[config.mk]
export PLATFORM = sky130hd
export DESIGN_NAME = block_bitmap_first_fit
export DESIGN_NICKNAME = d
export VERILOG_FILES = /design/src/rtl/bbff_pkg.sv /design/src/rtl/bbff_ctrl.sv /design/src/rtl/bbff_dp.sv /design/src/rtl/block_bitmap_first_fit.sv
export SDC_FILE = /design/constraint.sdc
export NUM_CORES = 2
export LEC_CHECK = 0
export BUFFER_PORTS_ARGS = -buffer_cell sky130_fd_sc_hd__buf_2
export CAP_MARGIN = 15
export CORE_ASPECT_RATIO = 1.2
export CORE_MARGIN = 3
export CORE_UTILIZATION = 30
export DETAILED_ROUTE_END_ITERATION = 8
export HOLD_SLACK_MARGIN = 0.12
export PLACE_DENSITY_LB_ADDON = 0.05
export SYNTH_ARGS = -nofsm -noshare
export SYNTH_HDL_FRONTEND = slang
export SYNTH_SLANG_ARGS = --single-unit
[constraint.sdc]
create_clock -name clk -period 53.7 [get_ports clk]
set_input_delay 2.685 -clock clk [delete_from_list [all_inputs] [get_ports clk]]
set_output_delay 2.685 -clock clk [all_outputs]
set_load 0.03 [all_outputs]
[src/rtl/bbff_pkg.sv]
package bbff_pkg;

  // command codes
  localparam logic [2:0] CMD_LOAD_BYTE   = 3'd0;
  localparam logic [2:0] CMD_FORMAT      = 3'd1;
  localparam logic [2:0] CMD_WRITE_BIT   = 3'd2;
  localparam logic [2:0] CMD_WRITE_RANGE = 3'd3;
  localparam logic [2:0] CMD_READ_BIT    = 3'd4;
  localparam logic [2:0] CMD_FIND_RUN    = 3'd5;

  // configuration register indexes
  localparam int unsigned CFG_IDX_W = 2;
  localparam int unsigned CFG_DATA_W = 13;
  localparam logic [CFG_IDX_W-1:0] CFG_DISK_BLOCKS   = 2'd0;
  localparam logic [CFG_IDX_W-1:0] CFG_BITMAP_BLOCKS = 2'd1;

  localparam logic [12:0] DISK_BLOCKS_RST   = 13'd4096;
  localparam logic [3:0]  BITMAP_BLOCKS_RST = 4'd1;

  // scan limit: a found run must end below this block
  localparam int unsigned START_LIMIT = 4096;

  typedef struct packed {
    logic [2:0]  cmd;
    logic [11:0] blk_index;
    logic [12:0] run_length;
    logic        bit_value;
    logic [8:0]  byte_address;
    logic [7:0]  byte_data;
  } in_t;

  typedef struct packed {
    logic        read_bit;
    logic        found;
    logic [11:0] run_start;
  } out_t;

  typedef enum logic [1:0] {
    WSEL_LOAD,
    WSEL_FMT,
    WSEL_RMW
  } wsel_t;

  typedef struct packed {
    logic  latch;
    logic  rd;
    logic  wr;
    wsel_t wsel;
    logic  step;
    logic  scan;
    logic  bit_res;
    logic  res_load;
  } ctl_t;

  typedef struct packed {
    logic fmt_last;
    logic rmw_last;
    logic find_done;
  } sts_t;

endpackage

[src/rtl/bbff_ctrl.sv]
module bbff_ctrl (
  input  logic              clk,
  input  logic              rst,
  input  logic              in_valid,
  input  logic [2:0]        in_cmd,
  input  logic              out_ready,
  input  bbff_pkg::sts_t    sts,
  output logic              in_ready,
  output logic              out_valid,
  output bbff_pkg::ctl_t    ctl
);

  typedef enum logic [3:0] {
    ST_IDLE,
    ST_LOAD_WR,
    ST_FMT,
    ST_RMW_RD,
    ST_RMW_WR,
    ST_BIT_RD,
    ST_BIT_RES,
    ST_FIND,
    ST_DONE
  } state_t;

  state_t state;

  assign in_ready = (state == ST_IDLE);

  always_comb begin
    ctl = '0;
    ctl.wsel = bbff_pkg::WSEL_RMW;
    case (state)
      ST_IDLE: begin
        ctl.latch = in_valid;
      end
      ST_LOAD_WR: begin
        ctl.wr = 1'b1;
        ctl.wsel = bbff_pkg::WSEL_LOAD;
      end
      ST_FMT: begin
        ctl.wr = 1'b1;
        ctl.wsel = bbff_pkg::WSEL_FMT;
        ctl.step = 1'b1;
      end
      ST_RMW_RD: begin
        ctl.rd = 1'b1;
      end
      ST_RMW_WR: begin
        ctl.wr = 1'b1;
        ctl.step = !sts.rmw_last;
      end
      ST_BIT_RD: begin
        ctl.rd = 1'b1;
      end
      ST_BIT_RES: begin
        ctl.bit_res = 1'b1;
      end
      ST_FIND: begin
        ctl.scan = 1'b1;
      end
      ST_DONE: begin
        ctl.res_load = !out_valid || out_ready;
      end
      default: begin
        ctl = '0;
      end
    endcase
  end

  always_ff @(posedge clk) begin
    if (rst) begin
      state <= ST_IDLE;
      out_valid <= 1'b0;
    end else begin
      if (ctl.res_load) begin
        out_valid <= 1'b1;
      end else if (out_ready) begin
        out_valid <= 1'b0;
      end
      case (state)
        ST_IDLE: begin
          if (in_valid) begin
            case (in_cmd)
              bbff_pkg::CMD_LOAD_BYTE:   state <= ST_LOAD_WR;
              bbff_pkg::CMD_FORMAT:      state <= ST_FMT;
              bbff_pkg::CMD_WRITE_BIT:   state <= ST_RMW_RD;
              bbff_pkg::CMD_WRITE_RANGE: state <= ST_RMW_RD;
              bbff_pkg::CMD_READ_BIT:    state <= ST_BIT_RD;
              bbff_pkg::CMD_FIND_RUN:    state <= ST_FIND;
              default:                   state <= ST_DONE;
            endcase
          end
        end
        ST_LOAD_WR: state <= ST_DONE;
        ST_FMT: begin
          if (sts.fmt_last) state <= ST_DONE;
        end
        ST_RMW_RD: state <= ST_RMW_WR;
        ST_RMW_WR: begin
          state <= sts.rmw_last ? ST_DONE : ST_RMW_RD;
        end
        ST_BIT_RD: state <= ST_BIT_RES;
        ST_BIT_RES: state <= ST_DONE;
        ST_FIND: begin
          if (sts.find_done) state <= ST_DONE;
        end
        ST_DONE: begin
          if (ctl.res_load) state <= ST_IDLE;
        end
        default: state <= ST_IDLE;
      endcase
    end
  end

endmodule

[src/rtl/bbff_dp.sv]
module bbff_dp #(
  parameter int unsigned MAP_BITS = 4096
) (
  input  logic                              clk,
  input  logic                              rst,
  input  bbff_pkg::in_t                     in_data,
  input  logic                              cfg_write,
  input  logic [bbff_pkg::CFG_IDX_W-1:0]    cfg_index,
  input  logic [bbff_pkg::CFG_DATA_W-1:0]   cfg_data,
  input  bbff_pkg::ctl_t                    ctl,
  output bbff_pkg::sts_t                    sts,
  output bbff_pkg::out_t                    out_data
);

  localparam int unsigned MAP_BYTES = (MAP_BITS + 7) / 8;
  localparam int unsigned AW = $clog2(MAP_BYTES);
  localparam int unsigned PTR_SPAN = (MAP_BYTES > 1024) ? MAP_BYTES : 1024;
  localparam int unsigned PW = $clog2(PTR_SPAN + 1);
  localparam int unsigned WW = PW + 3;
  localparam int unsigned LIMIT =
      (MAP_BITS < bbff_pkg::START_LIMIT) ? MAP_BITS : bbff_pkg::START_LIMIT;
  localparam int unsigned LAST_SCAN = (LIMIT - 1) / 8;

  logic [7:0]    mem [MAP_BYTES];
  logic [7:0]    rdata;
  logic [PW-1:0] ptr;
  logic [PW-1:0] dptr;
  logic          dvld;

  logic [12:0]   disk_blocks;
  logic [3:0]    bitmap_blocks;

  // latched item, range end one bit wider so start plus length never wraps
  logic [11:0]   lo;
  logic [13:0]   hi;
  logic [12:0]   n;
  logic          val;
  logic [7:0]    byte_data;

  logic [12:0]   cnt;
  logic          rbit;
  logic          found;
  logic [11:0]   start;

  logic [7:0]    fmt_byte;
  logic [7:0]    mask;
  logic [7:0]    wdata;
  logic          in_map;
  logic          issue;
  logic [12:0]   cnt_v;
  logic          hit_v;
  logic [11:0]   start_v;
  logic [WW-1:0] nxt_base;

  assign in_map = (ptr < PW'(MAP_BYTES));
  assign issue = ctl.scan && (ptr <= PW'(LAST_SCAN));

  // byte contents produced by format, and the bit mask of a write
  always_comb begin
    logic [WW-1:0] b;
    logic [WW-1:0] reserved;
    reserved = WW'(bitmap_blocks) + WW'(1);
    fmt_byte = '0;
    mask = '0;
    for (int k = 0; k < 8; k++) begin
      b = {ptr, 3'(k)};
      fmt_byte[3'(7 - k)] = (b < WW'(MAP_BITS)) &&
                           ((b < reserved) || (b >= WW'(disk_blocks)));
      mask[3'(7 - k)] = (b >= WW'(lo)) && (b < WW'(hi)) && (b < WW'(MAP_BITS));
    end
  end

  always_comb begin
    case (ctl.wsel)
      bbff_pkg::WSEL_LOAD: wdata = byte_data;
      bbff_pkg::WSEL_FMT:  wdata = fmt_byte;
      bbff_pkg::WSEL_RMW:  wdata = (rdata & ~mask) | (val ? mask : 8'h00);
      default:             wdata = rdata;
    endcase
  end

  // run counting over one byte, MSB first
  always_comb begin
    logic [WW-1:0] b;
    cnt_v = cnt;
    hit_v = 1'b0;
    start_v = '0;
    for (int k = 0; k < 8; k++) begin
      b = {dptr, 3'(k)};
      if (!hit_v && (b < WW'(LIMIT))) begin
        if (!rdata[3'(7 - k)]) begin
          cnt_v = cnt_v + 13'd1;
        end else begin
          cnt_v = '0;
        end
        if (cnt_v == n) begin
          hit_v = 1'b1;
          start_v = 12'(b + WW'(1) - WW'(n));
        end
      end
    end
  end

  assign nxt_base = {ptr + PW'(1), 3'b000};
  assign sts.fmt_last = (ptr == PW'(MAP_BYTES - 1));
  assign sts.rmw_last = (nxt_base >= WW'(hi)) || (nxt_base >= WW'(MAP_BITS));
  assign sts.find_done = (n == '0) || (dvld && (hit_v || (dptr == PW'(LAST_SCAN))));

  always_ff @(posedge clk) begin
    if (ctl.wr && in_map) begin
      mem[ptr[AW-1:0]] <= wdata;
    end
    if (ctl.rd || issue) begin
      rdata <= mem[ptr[AW-1:0]];
    end
  end

  always_ff @(posedge clk) begin
    if (rst) begin
      disk_blocks <= bbff_pkg::DISK_BLOCKS_RST;
      bitmap_blocks <= bbff_pkg::BITMAP_BLOCKS_RST;
      dvld <= 1'b0;
    end else begin
      if (cfg_write && (cfg_index == bbff_pkg::CFG_DISK_BLOCKS)) begin
        disk_blocks <= cfg_data;
      end
      if (cfg_write && (cfg_index == bbff_pkg::CFG_BITMAP_BLOCKS)) begin
        bitmap_blocks <= cfg_data[3:0];
      end
      dvld <= issue;
    end
  end

  always_ff @(posedge clk) begin
    dptr <= ptr;
    if (ctl.latch) begin
      lo <= in_data.blk_index;
      hi <= (in_data.cmd == bbff_pkg::CMD_WRITE_BIT) ?
            14'(in_data.blk_index) + 14'd1 :
            14'(in_data.blk_index) + 14'(in_data.run_length);
      n <= in_data.run_length;
      val <= in_data.bit_value;
      byte_data <= in_data.byte_data;
      cnt <= '0;
      rbit <= 1'b0;
      found <= 1'b0;
      start <= '0;
      case (in_data.cmd)
        bbff_pkg::CMD_LOAD_BYTE:   ptr <= PW'(in_data.byte_address);
        bbff_pkg::CMD_WRITE_BIT:   ptr <= PW'(in_data.blk_index[11:3]);
        bbff_pkg::CMD_WRITE_RANGE: ptr <= PW'(in_data.blk_index[11:3]);
        bbff_pkg::CMD_READ_BIT:    ptr <= PW'(in_data.blk_index[11:3]);
        default:                   ptr <= '0;
      endcase
    end else begin
      if (ctl.step || issue) begin
        ptr <= ptr + PW'(1);
      end
      if (ctl.scan && dvld) begin
        cnt <= cnt_v;
        if (hit_v) begin
          found <= 1'b1;
          start <= start_v;
        end
      end
      if (ctl.bit_res) begin
        rbit <= (WW'(lo) < WW'(MAP_BITS)) && rdata[3'(7) - lo[2:0]];
      end
    end
    if (ctl.res_load) begin
      out_data.read_bit <= rbit;
      out_data.found <= found;
      out_data.run_start <= start;
    end
  end

endmodule

[src/rtl/block_bitmap_first_fit.sv]
// Free-block bitmap with first-fit run search. One bit per disk block, MSB first
// within each byte, a set bit marks a used block; the map lives in a single-port
// byte memory of MAP_BITS/8 entries (rounded up) that is undefined after reset until loaded or
// formatted (there is no clearing pass). Every transaction yields exactly one result
// transaction. Load byte writes one byte, read bit reads one byte, write bit and write
// range read and write back each byte touched, format writes the whole map (one byte
// written per cycle), find run reads at most min(MAP_BITS,4096)/8 bytes, rounded up (one
// byte read and scanned per cycle, stopping at the first fit), and unused command codes
// go straight to the result. All of these go through the one memory port. A new
// transaction is taken only when the previous one has finished, but a finished result
// may still sit in the output register waiting for out_ready.
module block_bitmap_first_fit #(
  parameter int unsigned MAP_BITS = 4096
) (
  input  logic                              clk,
  input  logic                              rst,
  input  logic                              in_valid,
  output logic                              in_ready,
  input  bbff_pkg::in_t                     in_data,
  output logic                              out_valid,
  input  logic                              out_ready,
  output bbff_pkg::out_t                    out_data,
  input  logic                              cfg_write,
  input  logic [bbff_pkg::CFG_IDX_W-1:0]    cfg_index,
  input  logic [bbff_pkg::CFG_DATA_W-1:0]   cfg_data
);

  // command strobes from the sequencer, status flags back from the datapath
  bbff_pkg::ctl_t ctl;
  bbff_pkg::sts_t sts;

  // sequencer: one transaction at a time, owns the handshakes
  bbff_ctrl u_ctrl (
    .clk       (clk),
    .rst       (rst),
    .in_valid  (in_valid),
    .in_cmd    (in_data.cmd),
    .out_ready (out_ready),
    .sts       (sts),
    .in_ready  (in_ready),
    .out_valid (out_valid),
    .ctl       (ctl)
  );

  // datapath: bitmap memory, byte pointer, run counter, config and result registers
  bbff_dp #(
    .MAP_BITS (MAP_BITS)
  ) u_dp (
    .clk       (clk),
    .rst       (rst),
    .in_data   (in_data),
    .cfg_write (cfg_write),
    .cfg_index (cfg_index),
    .cfg_data  (cfg_data),
    .ctl       (ctl),
    .sts       (sts),
    .out_data  (out_data)
  );

`ifndef SYNTHESIS
  // an accepted transaction leaves the block busy in the cycle after the accept
  a_busy_after_accept: assert property (@(posedge clk) disable iff (rst)
    in_valid && in_ready |=> !in_ready)
    else $error("input taken again right after an accept");

  // a result that did not find a run carries a zero start block
  a_start_zero: assert property (@(posedge clk) disable iff (rst)
    out_valid && !out_data.found |-> out_data.run_start == '0)
    else $error("run start set without a found run");

  // one command never reports both a bit read and a found run
  a_one_kind: assert property (@(posedge clk) disable iff (rst)
    out_valid |-> !(out_data.read_bit && out_data.found))
    else $error("read bit and found both set");

  // a result only shows up while the sequencer is busy or holding it
  a_result_source: assert property (@(posedge clk) disable iff (rst)
    $rose(out_valid) |-> $past(!in_ready))
    else $error("result raised while idle");
`endif

endmodule

After elaboration in Yosys (flattened, before gate mapping)
Memory sizes are Yosys's and may differ from the RTL's. A register that Yosys moved wholly into a read port is not among the register bits.
Cells that the tools add are included.
{"block": "op_classes", "n_bitwise": 3, "n_lt_le_gt_ge": 33, "muxes": 79, "reduce_logical": 59, "n_addsub": 25, "eq_ne": 30}
{"operator": "$mux 13", "count": 20}
{"operator": "$mux 12", "count": 16}
{"operator": "$lt 14x13->1 const B", "count": 12}
{"operator": "$lt 14x14->1", "count": 8}
{"operator": "$eq 13x13->1", "count": 8}
{"operator": "$add 12x1->12 const B", "count": 8}
{"operator": "$sub 12x12->12", "count": 8}
{"operator": "$ge 14x12->1", "count": 4}
{"operator": "$ge 14x13->1", "count": 4}
{"operator": "$add 13x1->13 const B", "count": 4}
{"operator": "$pmux 4 s8", "count": 1}
{"operator": "$mux 1", "count": 27}
{"operator": "$logic_and 1x1->1", "count": 25}
{"operator": "$mux 4", "count": 6}
{"operator": "$pmux 8 s3", "count": 1}
{"operator": "$eq 11x9->1 const B", "count": 2}
{"operator": "$mux 11", "count": 2}
{"operator": "$pmux 4 s5", "count": 1}
{"operator": "$pmux 9 s2", "count": 1}
{"operator": "$eq 4x3->1 const B", "count": 4}
{"operator": "$add 12x13->14", "count": 1}
{"operator": "$ge 14x13->1 const B", "count": 1}
{"operator": "$ge 14x14->1", "count": 1}
{"operator": "$mux 14", "count": 1}
{"operator": "34 further kinds", "count": 63}
{"block": "totals", "mem_count": 1, "ram_bits": 4096, "regBits": 134, "word_cells": 249, "in_bits": 66, "output_inout_bits": 16}
{"memory": "u_dp.mem", "depth": 512, "width": 8, "read_ports": 1, "rd_clocked_by_memory_dff": 1, "write_ports": 1, "line": "bbff_dp.sv:24", "text": "logic [7:0] mem [MAP_BYTES];"}

Logic depth before layout (Yosys ltp)
{"block": "depth", "ltp_word": 52, "ltp_mapped": 34, "mapped_depth_nobuf": 30}

Hierarchy
Synthesis repeated with hierarchy kept, for this count alone.
{"block": "unflattened", "cells_unflattened": 8197, "area_unflattened_um2": 170522.3}
{"module": "bbff_dp", "area_per_inst_um2": 170066.9, "seq_area_each_um2": 126551.4, "cells_each": 8135, "instances": 1}
{"module": "bbff_ctrl", "area_per_inst_um2": 455.4, "seq_area_each_um2": 100.1, "cells_each": 62, "instances": 1}

Worst setup path after synthesis
No wires, ideal clock.
{"block": "synth_path", "path_type": "reg-to-reg", "from": "reg u_ctrl.state[1]", "to": "mem u_dp.mem[0][4] (data pin)", "arrival_ns": 20.970, "n_path_buf": 2, "setup_ns": 4.167, "path_stages_with_launch": 6, "required_time_ns": 49.533, "period_less_slack_ns": 25.137, "path_slack_ns": 28.563, "path_cell_list": "dfxtp_1 > clkbuf_1 > nor3_1 > o21bai_1 > clkbuf_1 > o21ai_0"}
{"block": "synth_via", "elab_chain_len": 5, "elab_cells_between_ends": 14, "cone_classes": "eq/ne: 9; mux: 2; reduce/logical: 3"}
{"element": "start: declaration", "line": "bbff_ctrl.sv:25", "text": "state_t state;"}
{"element": "start signal: assignment", "line": "bbff_ctrl.sv:100", "text": "state <= sts.rmw_last ? ST_DONE : ST_RMW_RD;"}
{"element": "$eq 4x2->1 (tied with other cells)", "line": "bbff_ctrl.sv:32", "text": "case (state)"}
{"element": "$reduce_or 7->1 (no line)"}
{"element": "$pmux 2 s2 *", "line": "bbff_ctrl.sv:32"}
{"element": "$eq 2x2->1 (tied with other cells)", "line": "bbff_dp.sv:74", "text": "case (ctl.wsel)"}
{"element": "$pmux 8 s3 *", "line": "bbff_dp.sv:74"}
{"element": "via u_dp.wdata[4]", "line": "bbff_dp.sv:47", "text": "logic [7:0] wdata;"}
{"element": "end: declaration", "line": "bbff_dp.sv:24"}
The timed path passes the listed nets; every way through them passes the cells marked *.

Final worst setup path
{"block": "layout_path", "from": "reg u_dp.n[1]", "to": "reg u_dp.start[0]"}
{"block": "layout_via", "elab_chain_len": 32, "elab_cells_between_ends": 73, "cone_classes": "add/sub: 4; eq/ne: 8; mux: 46; reduce/logical: 15"}
{"element": "start: declaration", "line": "bbff_dp.sv:36", "text": "logic [12:0] n;"}
{"element": "start signal: assignment", "line": "bbff_dp.sv:141", "text": "n <= in_data.run_length;"}
{"element": "parallel branches: the longest is 32 deep, another holds $eq 13x13->1"}
{"element": "end signal: assignment", "line": "bbff_dp.sv:163", "text": "start <= start_v;"}
{"element": "end: declaration", "line": "bbff_dp.sv:43", "text": "logic [11:0] start;"}
Parallel ways; which one is timed is not known. The select of a mux whose other input is x is not followed.
A chain may end at the register's enable or synchronous reset.

==> flow_metrics.tcl <==
set metrics [dict create \
    ys_seq_elements 4238 \
    clk_latency_ps 1030 \
    cts_tree "built" \
    crit_family "simple AND/OR/NAND/NOR gates" \
    finClkSkew_ps 45.2 \
    critPathLaunchType "register" \
    cpMaxStageDelayCell "edfxtp_1" \
    antenna_found_initial 47 \
    gp_congestion 0.777 \
    start_util_pct 30.1 \
    critical_path_required_ps 54650 \
    drc 0 \
    synth_enable_flop_cells 4177 \
    core_area_um2 564000 \
    yosys_warnings 0 \
    die_x_um 693 \
    rows 302 \
    synth-seq-area-share_pct 74.6 \
    area_delta_synth_final_pct 14.6 \
    dr.pass1.iters 8 \
    cts.sinks 4238 \
    root_buffer "clkbuf_16" \
    end_kind "register" \
    worstMarginPinSlew_ps 1260 \
    dieArea_um2 575000 \
    worstPathArrival_ps 10020 \
    finalSetupViolCount 0 \
    synth.avg_cell_area_um2 21.1 \
    via_count 83100 \
    cts_setup_buffers 0 \
    p_per_area_nw_per_um2 63.3 \
    crit_buf_inv 3 \
    final_nets 8534 \
    cts_resized 0 \
    synth.cell_area_um2 170000 \
    numCtsBuffers 457 \
    ioPinCount 82 \
    leakage_nw 59.5 \
    post-dp-hpwl_um 337000 \
    netlist_instances 8039 \
    rsz0062_at_grt "no" \
    drv_slew 0 \
    vdd_ir_drop_max_v 0.0000795 \
    cp_max_fo 25 \
    min_path_type "register to register" \
    hold_viol 0 \
    fin_crit_ps 9070 \
    chipHeight_um 830 \
    finalWirelength_um 545000 \
    ctsHoldBuffers 0 \
    p_total_w 0.0123 \
    grt.overflow.total 0 \
    grt_pass1_wl_um 755000 \
    synth_ff_type "edfxtp_1" \
    grt_max_degree 198 \
    max-slew-margin-rel_pct 15.8 \
    dr.first_iter.drc_count 7601 \
    h-tree-depth 5 \
    io_buffers 81 \
    cap_violations 0 \
    async_flop_share_pct 0 \
    clock_path_buffers 4 \
    drive_above_1_share_pct 27.3 \
    wl_per_cell_um 33.6 \
    grt_pass1_vias 87300 \
    viasPerCell 5.13 \
    worstSetupPathType "register to register" \
    status "finished, final reports clean" \
    fmax_mhz 110 \
    ant_nets 0 \
    critical_path.max_stage_delay_ps 620 \
    syn-num-nets 8209 \
    setup-tns-final_ps 0 \
    clkTransAtPathRegs_ps 70 \
    grtUsageTotal_pct 18.7 \
    yosysUniqueCellTypes 92 \
    post-route-period-util_pct 16.9 \
]
kinds of logic (layout without fill, tap and decap cells):
| family | Yosys count | in the layout | synth area share [%] |
|---|---|---|---|
| adder cells (fa/ha/maj) | 104 | 104 | 0.806 |
| buffers and inverters | 565 | 1266 | 1.26 |
| AND/OR/NAND/NOR | 1194 | 1194 | 3.07 |
| XOR/XNOR | 70 | 70 | 0.377 |
| AO/OA/AOI/OAI | 482 | 482 | 1.88 |
| multiplexers | 1386 | 1386 | 18.0 |
| flip-flops | 4238 | 4238 | 74.6 |
| other | 0 | 13 | 0 |
final timing paths:
| check | depth (start not counted) | start | slack, ps | endpoint |
|---|---|---|---|---|
| max reg2reg | 28 | u_dp.n[1] | 44630 | u_dp.start[0] |
| min | 0 | u_dp.start[7] | 440 | u_dp.out_data[7] |
| max | 28 | u_dp.n[1] | 44630 | u_dp.start[0] |
| min reg2reg | 0 | u_dp.start[7] | 440 | u_dp.out_data[7] |
report_power, final:
part / internal, W / leakage, nW / switching [W]
sequential: 0.00475 / 38.2 / 0.0000471
clock: 0.00173 / 7.00 / 0.00135
combinational: 0.00136 / 14.2 / 0.00309
total: 0.00784 / 59.5 / 0.00448
through the flow:
step / cells / setup slack (ps) / hold slack (ps) / utilization (%) / area, um2
after global placement: 15300 / 44880 / 436 / 31.9 / 180000
final: 16200 / 44630 / 440 / 34.5 / 195000
after detailed placement: 15300 / 44740 / 432 / 32.0 / 180000
after global routing: 16200 / 44340 / 468 / 34.5 / 195000
after floorplan: 8039 / 28560 / 403 / - / 170000
after CTS: 16200 / 44710 / 448 / 34.5 / 194000
flip-flops by register name, indices dropped and copies added, names as in the netlist, 11 cells and up:
signal            count
u_dp.n               13
u_dp.mem           4096
u_dp.out_data        14
u_dp.ptr             11
u_dp.cnt             13
u_dp.hi              14
u_dp.lo              12
u_dp.disk_blocks     13
u_dp.dptr            11
u_dp.start           12
Yosys cell counts, types with 25 or more instances:
master    number  share of area, %
edfxtp_1    4177                74
mux4_2      1330                18
nor2_1       679               1.5
clkbuf_1     332              0.73
nand2_1      214              0.47
a21oi_1      144              0.42
buf_1        123              0.27
o21ai_0      109              0.32
inv_1        100              0.22
ha_1          95              0.70
nand3_1       68              0.20
dfxtp_1       61              0.72
nor3_1        46              0.14
xnor2_1       45              0.23
mux2_2        32              0.21
nand4_1       25             0.092
cells in the final DEF (no fill, tap or decap), types with 83 or more instances in the layout:
cell,synthesis,layout
o21ai_0,109,103
edfxtp_1,4177,4177
ha_1,95,95
a21oi_1,144,144
nor2_1,679,677
inv_1,100,100
buf_4,1,213
buf_2,3,83
clkinv_1,2,116
mux4_2,1330,1330
clkinv_2,0,85
clkbuf_1,332,93
clkbuf_16,0,464
nand2_1,214,203
final cells by class:
type / instances / area, um2
antenna: 13 / 32.5
sequential: 4238 / 127000
clock inverter: 278 / 2380
fill: 52600 / 369000
clock buffer: 557 / 12000
inverter: 104 / 390
timing repair buffer: 327 / 2540
tap: 7448 / 9320
multi-input combinational: 3236 / 41300
routing by layer:
metal | track usage (%) | share of wire, %
met5 | 0 | 0.0062
met4 | 4.06 | 2.3
met3 | 2.29 | 4.5
met2 | 32.1 | 50
met1 | 25.5 | 43
Power figures use the tool's default switching activity.
